### config.mk
export PLATFORM = sky130hd
export DESIGN_NAME = pulse_interval_power_to_dac
export DESIGN_NICKNAME = d
export VERILOG_FILES = /design/src/rtl/core/pipd_pkg.sv /design/src/rtl/core/pulse_interval_power_to_dac.sv
export SDC_FILE = /design/constraint.sdc
export NUM_CORES = 2
export LEC_CHECK = 0
export BUFFER_PORTS_ARGS = -buffer_cell sky130_fd_sc_hd__buf_2
export CAP_MARGIN = 15
export CORE_MARGIN = 2
export CORE_UTILIZATION = 32
export CTS_BUF_LIST = sky130_fd_sc_hd__clkbuf_8 sky130_fd_sc_hd__clkbuf_16
export CTS_CLUSTER_SIZE = 14
export DETAILED_ROUTE_END_ITERATION = 7
export HOLD_SLACK_MARGIN = 0.05
export PLACE_DENSITY = 0.55
export SLEW_MARGIN = 20
export SYNTH_ARGS = -nofsm -noshare
export SYNTH_HDL_FRONTEND = slang
export SYNTH_SLANG_ARGS = --single-unit
### constraint.sdc
create_clock -name clock -period 7.6 [get_ports clock]
set_input_delay 1.52 -clock clock [delete_from_list [all_inputs] [get_ports clock]]
set_output_delay 1.52 -clock clock [all_outputs]
set_load 0.1 [all_outputs]
### src/rtl/core/pipd_pkg.sv
`timescale 1ns / 1ps
// ----------------------------------------------------------------------------
// pipd_pkg
// Types and constants for the pulse interval to power and DAC code block.
// ----------------------------------------------------------------------------
package pipd_pkg;

   localparam int DAC_FULL_SCALE = 4095;
   localparam int POWER_BITS     = 24;

   localparam logic [63:0] ENERGY_NUMERATOR = 64'd360000000;

   localparam int STAMP_W    = 16;
   localparam int PPK_W      = 16;
   localparam int CW_W       = 16;
   localparam int PER_W      = 17;
   localparam int CSR_W      = 17;
   localparam int DAC_CODE_W = 12;
   localparam int POWER_W_W  = 24;

   localparam int DAC_W     = $clog2(DAC_FULL_SCALE + 1);
   localparam int DIFF_W    = 32;
   localparam int MUL_W     = PER_W;
   localparam int DEN_W     = PPK_W + MUL_W;
   localparam int MOD_STEPS = DIFF_W;
   localparam int MUL_STEPS = (MUL_W + 1) / 2;
   localparam int PROD_W    = POWER_BITS + DAC_W;
   localparam int LIM_W     = DAC_W + CW_W;
   localparam int CMP_W     = PROD_W + CW_W;
   localparam int CNT_W     = $clog2((POWER_BITS > MOD_STEPS) ? POWER_BITS : MOD_STEPS);

   typedef enum logic [1:0] {
      CSR_PULSES_PER_KWH = 2'd0,
      CSR_CONSUMER_WATTS = 2'd1,
      CSR_TIMER_PERIOD   = 2'd2
   } csr_index_type;

   typedef enum logic {
      FUNC_PULSE = 1'b0,
      FUNC_TICK  = 1'b1
   } func_type;

   typedef struct packed {
      logic                func;
      logic [STAMP_W-1:0]  timestamp;
      logic                enable;
   } req_type;

   typedef struct packed {
      logic [DAC_CODE_W-1:0] dac_code;
      logic [POWER_W_W-1:0]  power_w;
      logic                  saturated;
      logic                  refreshed;
   } rsp_type;

endpackage

### src/rtl/core/pulse_interval_power_to_dac.sv
`timescale 1ns / 1ps
// ----------------------------------------------------------------------------
// pulse_interval_power_to_dac
// Meter pulse interval to power in watts and surplus-load DAC code.
// ----------------------------------------------------------------------------
// One event is taken at a time. A running meter pulse goes from the accepting
// edge to the result register through bit-serial modulo reduction of the
// 32-bit wrapped interval, a radix-4 serial multiply, a check state,
// restoring division over POWER_BITS (24) bits for the power, the setup
// states S_DSET and S_DCHK, restoring division over the DAC width (12) bits
// for the DAC code, and S_FIN, which loads the result. The power division is
// skipped when the power saturates and the DAC division when the code clamps
// or consumer watts is zero. Ticks and pulses with the switch off go straight
// to S_FIN. The next event is taken from the cycle after the result
// register is loaded, also while that result still waits on rsp_stall.
module pulse_interval_power_to_dac (
   input  logic                         clock,
   input  logic                         reset,
   input  logic                         req_valid,
   output logic                         req_stall,
   input  pipd_pkg::req_type            req_data,
   output logic                         rsp_valid,
   input  logic                         rsp_stall,
   output pipd_pkg::rsp_type            rsp_data,
   input  logic                         csr_wr_en,
   input  logic [1:0]                   csr_index,
   input  logic [pipd_pkg::CSR_W-1:0]   csr_wdata
);
   import pipd_pkg::*;

   typedef enum logic [8:0] {
      S_IDLE = 9'b000000001,
      S_MOD  = 9'b000000010,
      S_MUL  = 9'b000000100,
      S_PCHK = 9'b000001000,
      S_PDIV = 9'b000010000,
      S_DSET = 9'b000100000,
      S_DCHK = 9'b001000000,
      S_DDIV = 9'b010000000,
      S_FIN  = 9'b100000000
   } state_type;

   localparam logic [DAC_W-1:0]      DAC_FS = DAC_W'(DAC_FULL_SCALE);
   localparam logic [DEN_W-1:0]      NUM_HI = DEN_W'(ENERGY_NUMERATOR >> POWER_BITS);
   localparam logic [POWER_BITS-1:0] NUM_LO = POWER_BITS'(ENERGY_NUMERATOR);

   state_type                state_ff, state_in;
   logic [CNT_W-1:0]         cnt_ff, cnt_in;
   logic [PPK_W-1:0]         ppk_ff, ppk_in;
   logic [CW_W-1:0]          cw_ff, cw_in;
   logic [PER_W-1:0]         per_ff, per_in;
   logic [STAMP_W-1:0]       last_ff, last_in;
   logic                     seen_ff, seen_in;
   logic [DAC_CODE_W-1:0]    hdac_ff, hdac_in;
   logic [POWER_W_W-1:0]     hpow_ff, hpow_in;
   logic [PER_W-1:0]         mrem_ff, mrem_in;
   logic [DIFF_W-1:0]        mdvd_ff, mdvd_in;
   logic [MUL_W-1:0]         mplr_ff, mplr_in;
   logic [DEN_W-1:0]         mcand_ff, mcand_in;
   logic [DEN_W-1:0]         acc_ff, acc_in;
   logic [DEN_W-1:0]         prem_ff, prem_in;
   logic [POWER_BITS-1:0]    pdvd_ff, pdvd_in;
   logic [POWER_BITS-1:0]    pw_ff, pw_in;
   logic [PROD_W-1:0]        nprod_ff, nprod_in;
   logic [LIM_W-1:0]         lim_ff, lim_in;
   logic [CW_W-1:0]          drem_ff, drem_in;
   logic [DAC_W-1:0]         ddvd_ff, ddvd_in;
   logic [DAC_W-1:0]         dac_ff, dac_in;
   logic                     sat_ff, sat_in;
   logic                     refr_ff, refr_in;
   logic                     rsp_valid_ff, rsp_valid_in;
   rsp_type                  rsp_data_ff, rsp_data_in;

   logic [PER_W-1:0]         per_eff;
   logic [DIFF_W-1:0]        d_raw;
   logic [PER_W:0]           mtrial, mdiff;
   logic                     mfit;
   logic [PER_W-1:0]         mrem_step;
   logic [DEN_W-1:0]         mul_add;
   logic [DEN_W:0]           ptrial, pdiff;
   logic                     pfit;
   logic [CW_W:0]            dtrial, ddiff;
   logic                     dfit;
   logic [DAC_W-1:0]         dac_step;
   logic                     accept;

   assign accept  = req_valid && (state_ff == S_IDLE);
   assign per_eff = (per_ff == '0) ? PER_W'(1 << STAMP_W) : per_ff;
   assign d_raw   = (req_data.timestamp >= last_ff)
                  ? (DIFF_W'(req_data.timestamp) - DIFF_W'(last_ff))
                  : (DIFF_W'(req_data.timestamp) + DIFF_W'(per_eff) - DIFF_W'(last_ff));

   assign mtrial    = {mrem_ff, mdvd_ff[DIFF_W-1]};
   assign mfit      = mtrial >= {1'b0, per_eff};
   assign mdiff     = mtrial - {1'b0, per_eff};
   assign mrem_step = mfit ? mdiff[PER_W-1:0] : mtrial[PER_W-1:0];

   assign mul_add = (mplr_ff[0] ? mcand_ff : '0)
                  + (mplr_ff[1] ? {mcand_ff[DEN_W-2:0], 1'b0} : '0);

   assign ptrial = {prem_ff, pdvd_ff[POWER_BITS-1]};
   assign pfit   = ptrial >= {1'b0, acc_ff};
   assign pdiff  = ptrial - {1'b0, acc_ff};

   assign dtrial   = {drem_ff, ddvd_ff[DAC_W-1]};
   assign dfit     = dtrial >= {1'b0, cw_ff};
   assign ddiff    = dtrial - {1'b0, cw_ff};
   assign dac_step = {dac_ff[DAC_W-2:0], dfit};

   always_comb begin
      state_in     = state_ff;
      cnt_in       = cnt_ff;
      ppk_in       = ppk_ff;
      cw_in        = cw_ff;
      per_in       = per_ff;
      last_in      = last_ff;
      seen_in      = seen_ff;
      hdac_in      = hdac_ff;
      hpow_in      = hpow_ff;
      mrem_in      = mrem_ff;
      mdvd_in      = mdvd_ff;
      mplr_in      = mplr_ff;
      mcand_in     = mcand_ff;
      acc_in       = acc_ff;
      prem_in      = prem_ff;
      pdvd_in      = pdvd_ff;
      pw_in        = pw_ff;
      nprod_in     = nprod_ff;
      lim_in       = lim_ff;
      drem_in      = drem_ff;
      ddvd_in      = ddvd_ff;
      dac_in       = dac_ff;
      sat_in       = sat_ff;
      refr_in      = refr_ff;
      rsp_data_in  = rsp_data_ff;
      rsp_valid_in = rsp_valid_ff && rsp_stall;

      if (csr_wr_en) begin
         case (csr_index)
            CSR_PULSES_PER_KWH: ppk_in = csr_wdata[PPK_W-1:0];
            CSR_CONSUMER_WATTS: cw_in  = csr_wdata[CW_W-1:0];
            CSR_TIMER_PERIOD:   per_in = csr_wdata[PER_W-1:0];
            default: ;
         endcase
      end

      case (state_ff)
         S_IDLE: begin
            if (accept) begin
               dac_in  = '0;
               pw_in   = '0;
               sat_in  = 1'b0;
               refr_in = 1'b0;
               state_in = S_FIN;
               if (req_data.func == FUNC_PULSE) begin
                  last_in = req_data.timestamp;
                  if (req_data.enable) begin
                     mrem_in  = '0;
                     mdvd_in  = d_raw;
                     cnt_in   = CNT_W'(MOD_STEPS - 1);
                     state_in = S_MOD;
                  end else begin
                     hdac_in = '0;
                     hpow_in = '0;
                  end
               end else begin
                  if (req_data.enable) begin
                     if (!seen_ff) begin
                        hdac_in = '0;
                        hpow_in = '0;
                        refr_in = 1'b1;
                     end else begin
                        dac_in = DAC_W'(hdac_ff);
                        pw_in  = POWER_BITS'(hpow_ff);
                     end
                  end else begin
                     hdac_in = '0;
                     hpow_in = '0;
                  end
                  seen_in = 1'b0;
               end
            end
         end
         S_MOD: begin
            mrem_in = mrem_step;
            mdvd_in = {mdvd_ff[DIFF_W-2:0], 1'b0};
            cnt_in  = cnt_ff - 1'b1;
            if (cnt_ff == '0) begin
               mplr_in  = mrem_step;
               mcand_in = DEN_W'(ppk_ff);
               acc_in   = '0;
               cnt_in   = CNT_W'(MUL_STEPS - 1);
               state_in = S_MUL;
            end
         end
         S_MUL: begin
            acc_in   = acc_ff + mul_add;
            mcand_in = {mcand_ff[DEN_W-3:0], 2'b00};
            mplr_in  = {2'b00, mplr_ff[MUL_W-1:2]};
            cnt_in   = cnt_ff - 1'b1;
            if (cnt_ff == '0) begin
               state_in = S_PCHK;
            end
         end
         S_PCHK: begin
            if (acc_ff <= NUM_HI) begin
               pw_in    = '1;
               sat_in   = 1'b1;
               state_in = S_DSET;
            end else begin
               prem_in  = NUM_HI;
               pdvd_in  = NUM_LO;
               pw_in    = '0;
               cnt_in   = CNT_W'(POWER_BITS - 1);
               state_in = S_PDIV;
            end
         end
         S_PDIV: begin
            prem_in = pfit ? pdiff[DEN_W-1:0] : ptrial[DEN_W-1:0];
            pdvd_in = {pdvd_ff[POWER_BITS-2:0], 1'b0};
            pw_in   = {pw_ff[POWER_BITS-2:0], pfit};
            cnt_in  = cnt_ff - 1'b1;
            if (cnt_ff == '0) begin
               state_in = S_DSET;
            end
         end
         S_DSET: begin
            if (cw_ff == '0) begin
               dac_in   = DAC_FS;
               sat_in   = 1'b1;
               refr_in  = 1'b1;
               hdac_in  = DAC_CODE_W'(DAC_FS);
               hpow_in  = POWER_W_W'(pw_ff);
               seen_in  = 1'b1;
               state_in = S_FIN;
            end else begin
               nprod_in = PROD_W'(DAC_FS) * PROD_W'(pw_ff);
               lim_in   = LIM_W'(DAC_FULL_SCALE + 1) * LIM_W'(cw_ff);
               state_in = S_DCHK;
            end
         end
         S_DCHK: begin
            if (CMP_W'(nprod_ff) >= CMP_W'(lim_ff)) begin
               dac_in   = DAC_FS;
               refr_in  = 1'b1;
               hdac_in  = DAC_CODE_W'(DAC_FS);
               hpow_in  = POWER_W_W'(pw_ff);
               seen_in  = 1'b1;
               state_in = S_FIN;
            end else begin
               drem_in  = CW_W'(nprod_ff >> DAC_W);
               ddvd_in  = nprod_ff[DAC_W-1:0];
               dac_in   = '0;
               cnt_in   = CNT_W'(DAC_W - 1);
               state_in = S_DDIV;
            end
         end
         S_DDIV: begin
            drem_in = dfit ? ddiff[CW_W-1:0] : dtrial[CW_W-1:0];
            ddvd_in = {ddvd_ff[DAC_W-2:0], 1'b0};
            dac_in  = dac_step;
            cnt_in  = cnt_ff - 1'b1;
            if (cnt_ff == '0) begin
               refr_in  = 1'b1;
               hdac_in  = DAC_CODE_W'(dac_step);
               hpow_in  = POWER_W_W'(pw_ff);
               seen_in  = 1'b1;
               state_in = S_FIN;
            end
         end
         S_FIN: begin
            if (!rsp_valid_ff || !rsp_stall) begin
               rsp_data_in.dac_code  = DAC_CODE_W'(dac_ff);
               rsp_data_in.power_w   = POWER_W_W'(pw_ff);
               rsp_data_in.saturated = sat_ff;
               rsp_data_in.refreshed = refr_ff;
               rsp_valid_in          = 1'b1;
               state_in              = S_IDLE;
            end
         end
         default: begin
            state_in = S_IDLE;
         end
      endcase
   end

   always_ff @(posedge clock) begin
      if (reset) begin
         state_ff     <= S_IDLE;
         cnt_ff       <= '0;
         ppk_ff       <= PPK_W'(1000);
         cw_ff        <= CW_W'(2000);
         per_ff       <= PER_W'(50000);
         last_ff      <= '0;
         seen_ff      <= 1'b0;
         hdac_ff      <= '0;
         hpow_ff      <= '0;
         rsp_valid_ff <= 1'b0;
      end else begin
         state_ff     <= state_in;
         cnt_ff       <= cnt_in;
         ppk_ff       <= ppk_in;
         cw_ff        <= cw_in;
         per_ff       <= per_in;
         last_ff      <= last_in;
         seen_ff      <= seen_in;
         hdac_ff      <= hdac_in;
         hpow_ff      <= hpow_in;
         rsp_valid_ff <= rsp_valid_in;
      end
   end

   always_ff @(posedge clock) begin
      mrem_ff     <= mrem_in;
      mdvd_ff     <= mdvd_in;
      mplr_ff     <= mplr_in;
      mcand_ff    <= mcand_in;
      acc_ff      <= acc_in;
      prem_ff     <= prem_in;
      pdvd_ff     <= pdvd_in;
      pw_ff       <= pw_in;
      nprod_ff    <= nprod_in;
      lim_ff      <= lim_in;
      drem_ff     <= drem_in;
      ddvd_ff     <= ddvd_in;
      dac_ff      <= dac_in;
      sat_ff      <= sat_in;
      refr_ff     <= refr_in;
      rsp_data_ff <= rsp_data_in;
   end

   assign req_stall = (state_ff != S_IDLE);
   assign rsp_valid = rsp_valid_ff;
   assign rsp_data  = rsp_data_ff;

   a_accept_busy: assert property (@(posedge clock) disable iff (reset)
      (req_valid && !req_stall) |=> req_stall)
      else $error("accepted beat did not make the block busy");

   a_sat_refr: assert property (@(posedge clock) disable iff (reset)
      rsp_valid |-> (!rsp_data.saturated || rsp_data.refreshed))
      else $error("saturated result without a refresh");

   a_mod_rem: assert property (@(posedge clock) disable iff (reset)
      (state_ff == S_MOD) |-> (mrem_ff < per_eff))
      else $error("modulo remainder out of range");

   a_pdiv_rem: assert property (@(posedge clock) disable iff (reset)
      (state_ff == S_PDIV) |-> (prem_ff < acc_ff))
      else $error("power divider remainder out of range");

   a_ddiv_rem: assert property (@(posedge clock) disable iff (reset)
      (state_ff == S_DDIV) |-> (drem_ff < cw_ff))
      else $error("DAC divider remainder out of range");

   a_rsp_load: assert property (@(posedge clock) disable iff (reset)
      $rose(rsp_valid_ff) |-> $past(state_ff == S_FIN))
      else $error("result loaded outside the finish state");

endmodule

==> impl_metrics.json <==
{
  "slowest_stage": "fa_1",
  "async_reset_ff_share_pct": 0,
  "ys_types": 80,
  "fp-row-count": 116,
  "area_delta_synth_final_pct": 11.2,
  "drv_cap": 0,
  "worstPathCellList": "inv_1 > fa_1 > inv_1 > fa_1 > fa_1 > fa_1 > inv_1 > fa_1 > inv_1 > ha_1 > nand3_1 > o221ai_1 > or3_1 > o21ai_0 > o211a_1 > o21ai_0 > a221oi_1 > o21ai_0 > xor2_1",
  "drt_iter0_drc": 1543,
  "drc": 0,
  "portBuffers": 81,
  "cp_max_fo": 5,
  "cts_hold_buf": 0,
  "final_area_mm2": 0.0356,
  "worstPathRequired_ns": 7.97,
  "grt_start_max_net_pins": 84,
  "crit_type": "flip-flop to flip-flop",
  "dp_cells": 4513,
  "rsz0062_at_grt": "false",
  "met3_usage_pct": 2.15,
  "drive_gt1_share_pct": 7.15,
  "clock_latency_ns": 0.63,
  "grt_usage_pct": 15.6,
  "ios": 82,
  "ys.flop_type": "edfxtp_1",
  "fin_worst_skew_ns": 0.0261,
  "synthTopCellsByArea": "edfxtp_1 31%, fa_1 13%, ha_1 8.4%",
  "placed_area_mm2": 0.0339,
  "critPathMaxStageDelay_ns": 0.70,
  "cp.arrival_ns": 6.78,
  "firstDrtPassIters": 6,
  "regArea_mm2": 0.0124,
  "netlist_instances": 3223,
  "cts-root-buf": "clkbuf_16",
  "place_hpwl_um": 59900,
  "ant_nets": 0,
  "slew_headroom_pct": 27.8,
  "fillers": 9948,
  "grt_busiest_layer": "met1",
  "fin_ws_ns": 1.19,
  "cts_tree": "done",
  "fin_crit_ns": 6.41,
  "die_height_um": 320,
  "synth_nets": 3687,
  "initial_core_util_pct": 32.1,
  "totalWireLength_um": 80700,
  "core_area_mm2": 0.0997,
  "fin_nets": 3734,
  "place_congestion": 0.861,
  "cts_setup_buffers": 0,
  "grt_pass1_vias": 22500,
  "vias_per_cell": 5.01,
  "avgRoutedWirePerCell_um": 17.5,
  "multi_input_area_mm2": 0.0178,
  "cts_made_buffers": 53,
  "crit_top_cell": "fa_1",
  "dp_slack_ns": 1.16,
  "die_area_mm2": 0.103,
  "tns_ns": 0,
  "maxSlewViolCount": 0,
  "yosysMostFrequentCell": "inv_1",
  "clock_path_buffers": 3,
  "yosys.area.top_type": "edfxtp_1",
  "synthTopCellsByCount": "381 x inv_1, 336 x edfxtp_1, 314 x nand2_1, 240 x nor2_1, 222 x a21oi_1",
  "met1_usage_pct": 23.5,
  "finalCritPeriodShare_pct": 84.3,
  "cp_top_family": "adder cells",
  "critPathCaptureType": "flip-flop",
  "dieWidth_um": 320,
  "synth_area_mm2": 0.0320,
  "finalHoldViolCount": 0,
  "cp-start-kind": "flip-flop",
  "yosys.area.top_type_share_pct": 31.5,
  "synth_edf_count": 336,
  "synth-seq-cells": 453,
  "globalRouteMet2Util_pct": 23.4,
  "via_count": 23100,
  "ys_seq_area_share_pct": 38.8,
  "worst-path-buf-inv": 4,
  "syn_area_per_cell_um2": 9.94,
  "gr-total-overflow": 0,
  "ctsResizeCount": 0,
  "status": "finished clean",
  "fmax_ghz": 0.156,
  "fin_cells": 4612,
  "antenna_found_initial": 2,
  "clock_sinks": 453,
  "setup_violations": 0,
  "worst_slew_pin_slew_ns": 1.08,
  "clkTransAtPathRegs_ns": 0.07,
  "min_path_type": "flip-flop to flip-flop",
  "yosysWarningCount": 0,
  "htree_num_levels": 2,
  "grt_pass1_wl_um": 128000
}
[worst paths after layout]
kind	from	endpoint	depth (start not counted)	slack, ns
hold / removal	dac_ff[11]	rsp_data[37]	0	0.43
hold reg to reg	dac_ff[11]	rsp_data[37]	0	0.43
setup / recovery	pw_ff[4]	nprod_ff[34]	19	1.19
setup reg to reg	pw_ff[4]	nprod_ff[34]	19	1.19
[worst register-to-register path: cells and delay by family, from the launching register on]
family,cells,cell delay [ns]
buffers and inverters,4,0.35
flip-flops,1,0.37
XOR/XNOR,1,0.16
AND/OR/NAND/NOR,2,0.51
adder cells (fa/ha/maj),6,3.16
AO/OA/AOI/OAI,6,1.62
[metal layers]
| metal | share of wire, % | vias up | wire length, um |
|---|---|---|---|
| met5 | 0.016 | - | 13 |
| met4 | 2.4 | 2 | 1960 |
| met3 | 3.9 | 95 | 3180 |
| met2 | 43 | 418 | 34800 |
| met1 | 51 | 11300 | 40800 |
| li1 | - | 11300 | - |
[cell usage in the layout, fill, tap and decap left out, drive strengths merged, types with 29 or more instances in the layout]
cell type / synthesis / routed
nor2b: 31 / 31
o21a: 56 / 56
edfxtp: 336 / 336
nand3: 55 / 55
nor2: 240 / 240
mux2i: 44 / 44
clkbuf: 97 / 61
nand2b: 32 / 32
xor2: 47 / 47
fa: 206 / 206
buf: 16 / 105
a21oi: 223 / 223
nor3: 51 / 51
o21ai: 131 / 131
inv: 382 / 392
xnor2: 82 / 82
dfxtp: 117 / 117
and2: 101 / 101
ha: 216 / 216
o211ai: 29 / 29
a21o: 65 / 65
nand2: 315 / 315
a31oi: 29 / 29
[layout make-up]
class | count | share of cell area, %
Sequential cell | 453 | 34.9
Timing Repair Buffer | 105 | 1.65
Clock buffer | 61 | 4.13
Multi-Input combinational cell | 2274 | 50.0
Clock inverter | 37 | 0.738
Inverter | 383 | 4.05
Antenna cell | 1 | 0.00702
Tap cell | 1298 | 4.56
[registers in the layout, indices dropped and copies added (netlist names), 5 cells and up]
register	cells
acc_ff	33
cnt_ff	5
cw_ff	16
dac_ff	12
ddvd_ff	12
drem_ff	16
hdac_ff	12
hpow_ff	24
last_ff	16
lim_ff	16
mcand_ff	33
mdvd_ff	32
mplr_ff	17
mrem_ff	17
nprod_ff	36
pdvd_ff	15
per_ff	17
ppk_ff	16
prem_ff	33
pw_ff	24
rsp_data	38
state_ff	9
[logic make-up (layout without fill, tap and decap cells)]
kind of cell    after synthesis  count (layout)  synth area share, %
compound gates              720             720                 14.7
xor+xnor                    129             129                 3.53
fa+ha+maj                   422             422                 21.3
buf+inv                     496             586                 5.95
flops                       453             453                 38.8
mux                          48              48                 1.52
other cells                   0               1                    0
simple gates                955             955                 14.2
[stage by stage]
stage	utilization (%)	hold slack, ns
after floorplan	-	0.400
after global placement	34.0	0.409
after detailed placement	34.0	0.413
after CTS	35.7	0.440
after global routing	35.7	0.449
final	35.7	0.433
Power is not shown: default switching activity piles up to over one toggle a cycle in this logic, so the estimate is an artifact.
